[src/hw/rtl/svx_pkg.sv]
// Shared constants, codes and control/status types of the style vector crossfade block.
package svx_pkg;

    localparam int STYLES    = 16;
    localparam int ELEMS     = 64;
    localparam int DATA_BITS = 16;

    localparam int STYLE_W = 4;
    localparam int ELEM_W  = 6;
    localparam int ADDR_W  = $clog2(STYLES * ELEMS);
    localparam int WORD_W  = 2 * DATA_BITS;
    localparam int CFG_W   = 17;

    localparam logic [16:0] ONE_Q16 = 17'h10000;

    localparam logic [1:0] FUNC_LOAD    = 2'd0;
    localparam logic [1:0] FUNC_ADVANCE = 2'd1;
    localparam logic [1:0] FUNC_FRAME   = 2'd2;

    localparam logic [1:0] CFG_STYLE_COUNT = 2'd0;
    localparam logic [1:0] CFG_TRANS_FRAMES = 2'd1;
    localparam logic [1:0] CFG_ALPHA_STEP  = 2'd2;

    typedef struct packed {
        logic load;
        logic advance;
        logic frame;
        logic issue;
    } t_ctl_cmd;

    typedef struct packed {
        logic loaded;
        logic elem_last;
        logic pipe_fill;
    } t_dp_stat;

endpackage

[src/hw/rtl/svx_ctrl.sv]
// Controller state machine: decodes commands and sequences the element run of a frame.
module svx_ctrl import svx_pkg::*; (
    input  logic       i_clk,
    input  logic       i_rst_n,
    input  logic       i_start,
    input  logic [1:0] i_func,
    input  t_dp_stat   i_stat,
    output t_ctl_cmd   o_cmd,
    output logic       o_busy
);

    typedef enum logic [1:0] {ST_IDLE, ST_RUN, ST_DRAIN} t_state;

    t_state r_state, n_state;
    logic   r_busy;
    logic   accept;

    assign accept = i_start && !r_busy;

    always_comb begin
        n_state = r_state;
        o_cmd   = '0;
        unique case (r_state)
            ST_IDLE: begin
                if (accept) begin
                    unique case (i_func)
                        FUNC_LOAD: begin
                            o_cmd.load = 1'b1;
                        end
                        FUNC_ADVANCE: begin
                            o_cmd.advance = i_stat.loaded;
                        end
                        FUNC_FRAME: begin
                            if (i_stat.loaded) begin
                                o_cmd.frame = 1'b1;
                                n_state     = ST_RUN;
                            end
                        end
                        default: begin
                        end
                    endcase
                end
            end
            ST_RUN: begin
                o_cmd.issue = 1'b1;
                if (i_stat.elem_last) begin
                    n_state = ST_DRAIN;
                end
            end
            ST_DRAIN: begin
                if (!i_stat.pipe_fill) begin
                    n_state = ST_IDLE;
                end
            end
            default: begin
                n_state = ST_IDLE;
            end
        endcase
    end

    always_ff @(posedge i_clk) begin
        if (!i_rst_n) begin
            r_state <= ST_IDLE;
            r_busy  <= 1'b0;
        end else begin
            r_state <= n_state;
            r_busy  <= (n_state != ST_IDLE);
        end
    end

    assign o_busy = r_busy;

endmodule

[config.mk]
export PLATFORM = sky130hd
export DESIGN_NAME = svx_ctrl
export DESIGN_NICKNAME = d
export VERILOG_FILES = /design/src/hw/rtl/svx_pkg.sv /design/src/hw/rtl/svx_ctrl.sv
export SDC_FILE = /design/constraint.sdc
export NUM_CORES = 1
export LEC_CHECK = 0
export BUFFER_PORTS_ARGS = -buffer_cell sky130_fd_sc_hd__buf_2
export CELL_PAD_IN_SITES_DETAIL_PLACEMENT = 1
export CELL_PAD_IN_SITES_GLOBAL_PLACEMENT = 1
export CORE_AREA = 2 2 39 41
export DETAILED_ROUTE_END_ITERATION = 10
export DIE_AREA = 0 0 41 43
export PLACE_DENSITY = 0.44
export SYNTH_ARGS = -nofsm -noshare
export SYNTH_HDL_FRONTEND = slang
export SYNTH_SLANG_ARGS = --single-unit
[constraint.sdc]
create_clock -name i_clk -period 1.8 [get_ports i_clk]
set_clock_uncertainty 0.05 [all_clocks]
set_input_delay 0.18 -clock i_clk [delete_from_list [all_inputs] [get_ports i_clk]]
set_output_delay 0.18 -clock i_clk [all_outputs]
set_load 0.01 [all_outputs]
======== Word-level counts from Yosys, hierarchy flattened ========
Cells that the tools add are included.
word-level totals
  flip-flop bits (word level) ............. 3
cells by class
  reductions and logical operators ........ 5
  mux-type cells .......................... 13
  eq/ne operators ......................... 4
operator list
  cell                                                              count
  2-bit 2-to-1 mux                                                  5
  3-bit 2-to-1 mux                                                  2
  2-bit case mux with 3 select lines                                1
  1-bit 2-to-1 mux                                                  5
  2-bit by 1-bit == test with 1-bit output (second input constant)  2
  2-bit == test (second input constant)                             2
  2-bit zero test                                                   2
  2-bit nonzero test                                                1
  1-bit logical AND                                                 1
  1-bit zero test                                                   1

======== Longest topological paths before layout ========
Gate-level depths: netlist of the first run.
  depth after elaboration ................. 5
  depth in mapped cells ................... 3
  depth with buffers taken out ............ 3

======== Worst setup path after synthesis of the first run ========
OpenSTA, ideal clock, no wires.
  path kind ............................... register to output
  from .................................... register r_state[0]
  to ...................................... output port o_cmd[2] (netlist bit)
  data arrival time ....................... 1.170 ns
  path buffers ............................ 0
  required time ........................... 1.570 ns
  cell stages (with the launch flop) ...... 3
  path slack .............................. 0.400 ns
  cell sequence ........................... dfxtp_1 or4b_4 nor3_1
RTL lines
  what                    line            text
  start, declared         svx_ctrl.sv:14  t_state r_state, n_state;
  start signal, assigned  svx_ctrl.sv:66  r_state <= n_state;
  end, declared           svx_ctrl.sv:8   output t_ctl_cmd o_cmd,

==> results of run 1 <==
worst max-delay path, cell delays in order, from the launching register on:
cell and delay, ns:
dfxtp_1 0.31, or4b_4 0.57, nor3_4 0.22, buf_2 0.17
final timing paths:
| path | from | endpoint | depth (start not counted) |
|---|---|---|---|
| worst max-delay path | r_state[0] | o_cmd[1] | 3 |
| worst min-delay path | i_rst_n | r_state[1] | 2 |
| worst max register to register | r_state[0] | o_busy | 3 |
| worst min register to register | r_state[0] | r_state[1] | 2 |
stage by stage:
step                setup slack, ns  cells  instance area (sq um)
floorplan                    0.3997     17                  158.9
global placement             0.3334     45                  239.0
detailed placement           0.2966     45                  239.0
CTS                         0.05069     49                  265.3
global route               0.003592     49                  265.3
finish                      0.06635     49                  265.3
cells by family (layout without fill, tap and decap cells):
group,count (synthesis),count (layout),synth area share
DFF,3,3,0.3780
AOI/OAI and AO/OA,3,3,0.1575
buffers and inverters,0,16,0
and+or+nand+nor,11,11,0.4646
layer usage:
layer,vias to the layer above,GRT usage,share of wire
met5,-,0,0
met4,0,0.02000,0
met3,0,0.06806,0.17
met2,13,0.09688,0.39
met1,80,0.06109,0.43
li1,92,-,-
placed cells by master (no fill, tap or decap):
cell | netlist | routed
and2_1 | 1 | 1
buf_2 | 0 | 12
clkbuf_1 | 0 | 1
clkbuf_4 | 0 | 3
dfxtp_1 | 3 | 3
nand2_1 | 3 | 3
nor2_1 | 1 | 1
nor2b_1 | 2 | 2
nor3_1 | 2 | 2
nor3_4 | 1 | 1
o21a_1 | 2 | 2
o31a_2 | 1 | 1
or4b_4 | 1 | 1
where the power goes:
group          leakage, nW  switching (mW)  internal [mW]
Sequential          0.0243        0.000918         0.0684
Combinational       0.0922          0.0133         0.0138
Clock               0.0150          0.0339         0.0830
Total                0.132          0.0481          0.165
flip-flops by register name (all words and copies together) (netlist names):
signal and flops:
r_state 2, o_busy 1
cell type report:
cell class,instances,area [sq um]
fillers,174,1119
flip-flops and latches,3,60.06
clock buffers,4,26.28
repair buffers,12,60.06
well taps,16,20.02
multi-input cells,14,98.84
==> out/qor_table.md, run 1 <==
| Result | Value |
|---|---|
| Die outline width | 41 um |
| Category of the worst setup path launch point | flip-flop |
| Number of nets in the layout | 42 |
| Status | completed |
| Setup slack, reg-to-reg | 0.43 ns |
| Insertion delay to the later sink of the worst-skew pair | 0.23 ns |
| Element type at the critical path end | output pin |
| Area share of the largest cell type after synthesis | 0.3780 |
| CTS Root Cell | clkbuf_4 |
| Count of port buffers added during placement | 12 |
| Total detailed-routing wirelength | 480 um |
| Cts-stage hold buffer count | 0 |
| Final hold slack | 0.1402 ns |
| Largest buffer count on any clock path | 2 |
| Ratio of final minimum period to clock period | 0.9631 |
| Mean Syn Cell Area | 9.347 sq um |
| Post-synthesis instance area | 158.9 sq um |
| Site Rows | 14 |
| Setup Viol. Count Final | 0 |
| Number of diodes | 0 |
| H-tree level count | 1 |
| Vias | 185 |
| Global routing usage summed across all routing layers | 0.06627 |
| Share of the yosys chip area belonging to registers | 0.3780 |
| Number of synthesized register bits | 3 |
| Number of global-route vias before repair | 201 |
| Peak VDD IR | 0.0004600 V |
| DRC violation count after routing | 0 |
| Average detailed-routed wire length per instance | 9.796 um |
| Initial antenna violation count | 0 |
| Number of synthesized flops with an enable pin | 0 |
| Leakage power figure | 0.1315 nW |
| Crit path arrival time | 1.50 ns |
| Highest attainable clock frequency | 0.5768 GHz |
| Leading area contributor after synthesis | dfxtp_1 |
| Peak fanout along the critical path | 3 |
| Via/cell ratio | 3.776 |
| Cts bufs inserted | 3 |
| HPWL after DPL | 402.5 um |
| Chip height | 43 um |
| RSZ-0062 raised after global routing | no |
| Global-route wire length before repair | 745 um |
| Number of endpoints with negative hold slack in the final report | 0 |
| Final weighted congestion in routability-driven placement | 0.6703 |
| Final Core Density | 0.1917 |
| Share of post-route cells with drive strength above 1 | 0.5455 |
| Post-layout total power | 0.2133 mW |
| Die Area | 0.001763 sq mm |
| Cells after synthesis | 17 |
| Max-cap violations | 0 |
| Data required time of the worst path | 1.57 ns |
| Syn_nets | 25 |
| Shortest clock period the worst path allows after layout | 1.734 ns |
| Drt pass-1 iters | 1 |
| Synth-to-layout area growth | 66.93% |
| Top flip-flop cell by instance count after synthesis | dfxtp_1 |
| TritonCTS clock tree | yes |
| Setup Total Neg Slack | 0 ns |
| Remaining antenna violation count | 0 |
| Slew Viols, Final | 0 |
| Transition time of the tightest slew-check pin | 0.2388 ns |
| Worst hold path type | input pin to flip-flop |
| Fraction of registers with async set/reset | 0 |
| Post-CTS Setup Inserts | 0 |
| Cell types with the largest area share after synthesis | dfxtp_1 38%, nor3_4 10%, o21a_1 9.4% |
| Total core area | 0.001384 sq mm |
| Initial cell density of the core | 0.1148 |
| Largest net degree at the start of global routing | 5 |
| I/O pins | 13 |
| Synth warn | 0 |
| Type of the worst setup path | flip-flop to output pin |
| Top cells by instance count after synthesis | 3 x dfxtp_1, 3 x nand2_1, 2 x nor2b_1, 2 x nor3_1, 2 x o21a_1 |
| TritonCTS Sinks | 3 |
| Number of distinct library cell variants in the gate-level netlist after synthesis | 10 |
| DRC violation total after the first TritonRoute iteration | 0 |
| Post-cts resize count | 0 |
| Clock transition time at the flip-flop clock pins of the worst setup and hold paths | 0.04 ns |
| Remaining Overflow, GRT | 0 |
| Worst slew slack as a fraction of its limit | 0.8404 |
| Power density normalized to cell area | 804.3 mW/mm^2 |
(Power assumes the default switching activity.)
==> run 2, diff against run 1 <==
--- a/config.mk
+++ b/config.mk
@@ -13,2 +13,3 @@
 export DIE_AREA = 0 0 41 43
+export GPL_TIMING_DRIVEN = 0
 export PLACE_DENSITY = 0.44
--- a/constraint.sdc
+++ b/constraint.sdc
@@ -4,2 +4,2 @@
 set_output_delay 0.18 -clock i_clk [all_outputs]
-set_load 0.01 [all_outputs]
+set_load 0.05 [all_outputs]
==> run 2 against run 1 <==
Compared with the run above: total power is 8.5% higher; flip-flop and latch count unchanged; clock-buffer cell count unchanged; combinational power rose by 70%; sequential share of layout area is 2.7 points lower; largest cell class unchanged; register-to-register slack got worse by 0.13 ns; utilization increased by 3.1 points; critical path depth stayed put; critical path type unchanged; setup slack got worse by 0.039 ns; wire length up 5.0%; critical endpoint unchanged; sequential power about the same.
==> out/qor_table.md, run 2 (same netlist as run 1, synthesis figures left out) <==
| Result | Value |
|---|---|
| Status | completed |
| Vias | 193 |
| Site Rows | 14 |
| Data required time of the worst path | 1.57 ns |
| I/O pins | 13 |
| CTS Root Cell | clkbuf_4 |
| Top register by number of flip-flops | r_state |
| Leakage power figure | 0.1451 nW |
| Largest net degree at the start of global routing | 5 |
| Commonest non-fill, non-tap cell in the layout | buf_2 |
| Clock network fraction of total power | 0.500 |
| Share of post-route cells with drive strength above 1 | 0.6471 |
| Number of diodes | 0 |
| Transition time of the tightest slew-check pin | 0.2605 ns |
| Global-route wire length before repair | 724 um |
| Setup Viol. Count Final | 0 |
| Category of the worst setup path launch point | flip-flop |
| Largest buffer count on any clock path | 2 |
| Number of endpoints with negative hold slack in the final report | 0 |
| Filler cells | 172 |
| Insertion delay to the later sink of the worst-skew pair | 0.23 ns |
| Peak VDD IR | 0.0001625 V |
| Global routing usage summed across all routing layers | 0.06720 |
| Highest attainable clock frequency | 0.5641 GHz |
| Die Area | 0.001763 sq mm |
| Power density normalized to cell area | 751.8 mW/mm^2 |
| Via/cell ratio | 3.860 |
| Launch instance of the worst register-to-register path | o_busy |
| Pre-CTS setup slack | 0.1182 ns |
| Internal power consumption | 0.1689 mW |
| Crit path arrival time | 1.54 ns |
| Remaining antenna violation count | 0 |
| Number of global-route vias before repair | 206 |
| Register share of total power | 0.300 |
| Element type at the critical path end | output pin |
| Total core area | 0.001384 sq mm |
| Worst-case reg-to-reg path depth | 4 |
| Placed instance count | 45 |
| Endpoint of the worst hold-timing path | r_state[0] |
| Post-layout total power | 0.2314 mW |
| Final setup slack of the worst path | 0.02720 ns |
| Final weighted congestion in routability-driven placement | 0.5994 |
| Number of flip-flops in the largest register | 2 |
| Total detailed-routing wirelength | 504 um |
| Launch point of the worst hold path | i_rst_n |
| Synth-to-layout area growth | 93.70% |
| Initial antenna violation count | 0 |
| DRC violation count after routing | 0 |
| Cts-stage hold buffer count | 0 |
| Cells on Worst Hold Path | 2 |
| Remaining Overflow, GRT | 0 |
| Drt pass-1 iters | 1 |
| Peak fanout along the critical path | 3 |
| Count of port buffers added during placement | 12 |
| Clock transition time at the flip-flop clock pins of the worst setup and hold paths | 0.04 ns |
| Final Core Density | 0.2224 |
| TritonCTS clock tree | yes |
| Sw Ratio | 0.2702 |
| Ratio of final minimum period to clock period | 0.9849 |
| Shortest clock period the worst path allows after layout | 1.773 ns |
| Max-cap violations | 0 |
| Average detailed-routed wire length per instance | 10.08 um |
| Slew Viols, Final | 0 |
| DRC violation total after the first TritonRoute iteration | 0 |
| Number of cells in the finished layout apart from fillers | 50 |
| TritonCTS Sinks | 3 |
| Setup slack, reg-to-reg | 0.30 ns |
| Most used cells in the layout excluding fill and tap cells | 9 x buf_2, 4 x clkbuf_4, 3 x nand2_1, 3 x nor3_4 |
| Worst slew slack as a fraction of its limit | 0.8259 |
| Type of the worst setup path | flip-flop to output pin |
| Chip height | 43 um |
| Die outline width | 41 um |
| RSZ-0062 raised after global routing | yes |
| Initial cell density of the core | 0.1148 |
| Number of nets in the layout | 43 |
| Switching power summed over all nets | 0.06253 mW |
| HPWL after DPL | 407.2 um |
| Combinational Power Share | 0.200 |
| Endpoint of the lowest-slack register-to-register path | o_busy |
| Worst hold path type | input pin to flip-flop |
| Cts bufs inserted | 3 |
| H-tree level count | 1 |
run 2: worst max-delay path, cell delays in order (launching register included):
cell and delay [ns]:
dfxtp_2 0.31, or4b_4 0.59, nor3_4 0.23, buf_6 0.18
run 2: per-stage QoR:
step | cell area (sq um) | hold WS (ns) | setup TNS [ns]
after floorplan | 182.7 | 0.2475 | -0.01543
after global placement | 262.8 | 0.3730 | 0
after detailed placement | 262.8 | 0.3720 | 0
after CTS | 297.8 | 0.1265 | 0
after global routing | 307.8 | 0.1394 | -0.03363
final | 307.8 | 0.1328 | 0
run 2: timing repair:
action / CTS / global route
endpoints found under the setup margin: 2 / 3
buffers inserted: 0 / 1
resized for setup: 3 / 1
pin swaps: 1 / 2
run 2: power groups by stage:
| stage | sequential, mW | combinational, mW | clock [mW] |
|---|---|---|---|
| floorplan | 0.0729 | 0.0245 | 0 |
| global placement | 0.0704 | 0.0426 | 0 |
| global route | 0.0695 | 0.0495 | 0.133 |
| detailed placement | 0.0705 | 0.0438 | 0 |
| CTS | 0.0695 | 0.0453 | 0.123 |
| finish | 0.0695 | 0.0462 | 0.116 |
run 2: how the worst max path moves through the flow:
| stage | cells after the start | from | end | slack (ns) |
|---|---|---|---|---|
| after global placement | 3 | r_state[0] | o_cmd[1] | 0.13 |
| after floorplan | 3 | o_busy | o_busy | -0.02 |
| after detailed placement | 3 | r_state[0] | o_cmd[1] | 0.12 |
| after CTS | 3 | r_state[0] | o_cmd[3] | 0.007 |
| after global routing | 3 | o_busy | o_cmd[1] | -0.03 |
| final | 3 | o_busy | o_cmd[1] | 0.03 |
run 2: area by class of cell:
| type | instances | area [sq um] | share of cell area |
|---|---|---|---|
| repair buffers | 13 | 78.83 | 0.2561 |
| multi-input cells | 14 | 121.4 | 0.3943 |
| flip-flops and latches | 3 | 61.31 | 0.1992 |
| clock buffers | 4 | 26.28 | 0.08537 |
| well taps | 16 | 20.02 | 0.06504 |
run 2: metal layers:
layer	track usage	up-vias	share of wire
met1	0.05449	87	0.36
li1	-	95	-
met2	0.1094	11	0.56
met4	0.08000	0	0
met5	0	-	0
met3	0.01571	0	0.079
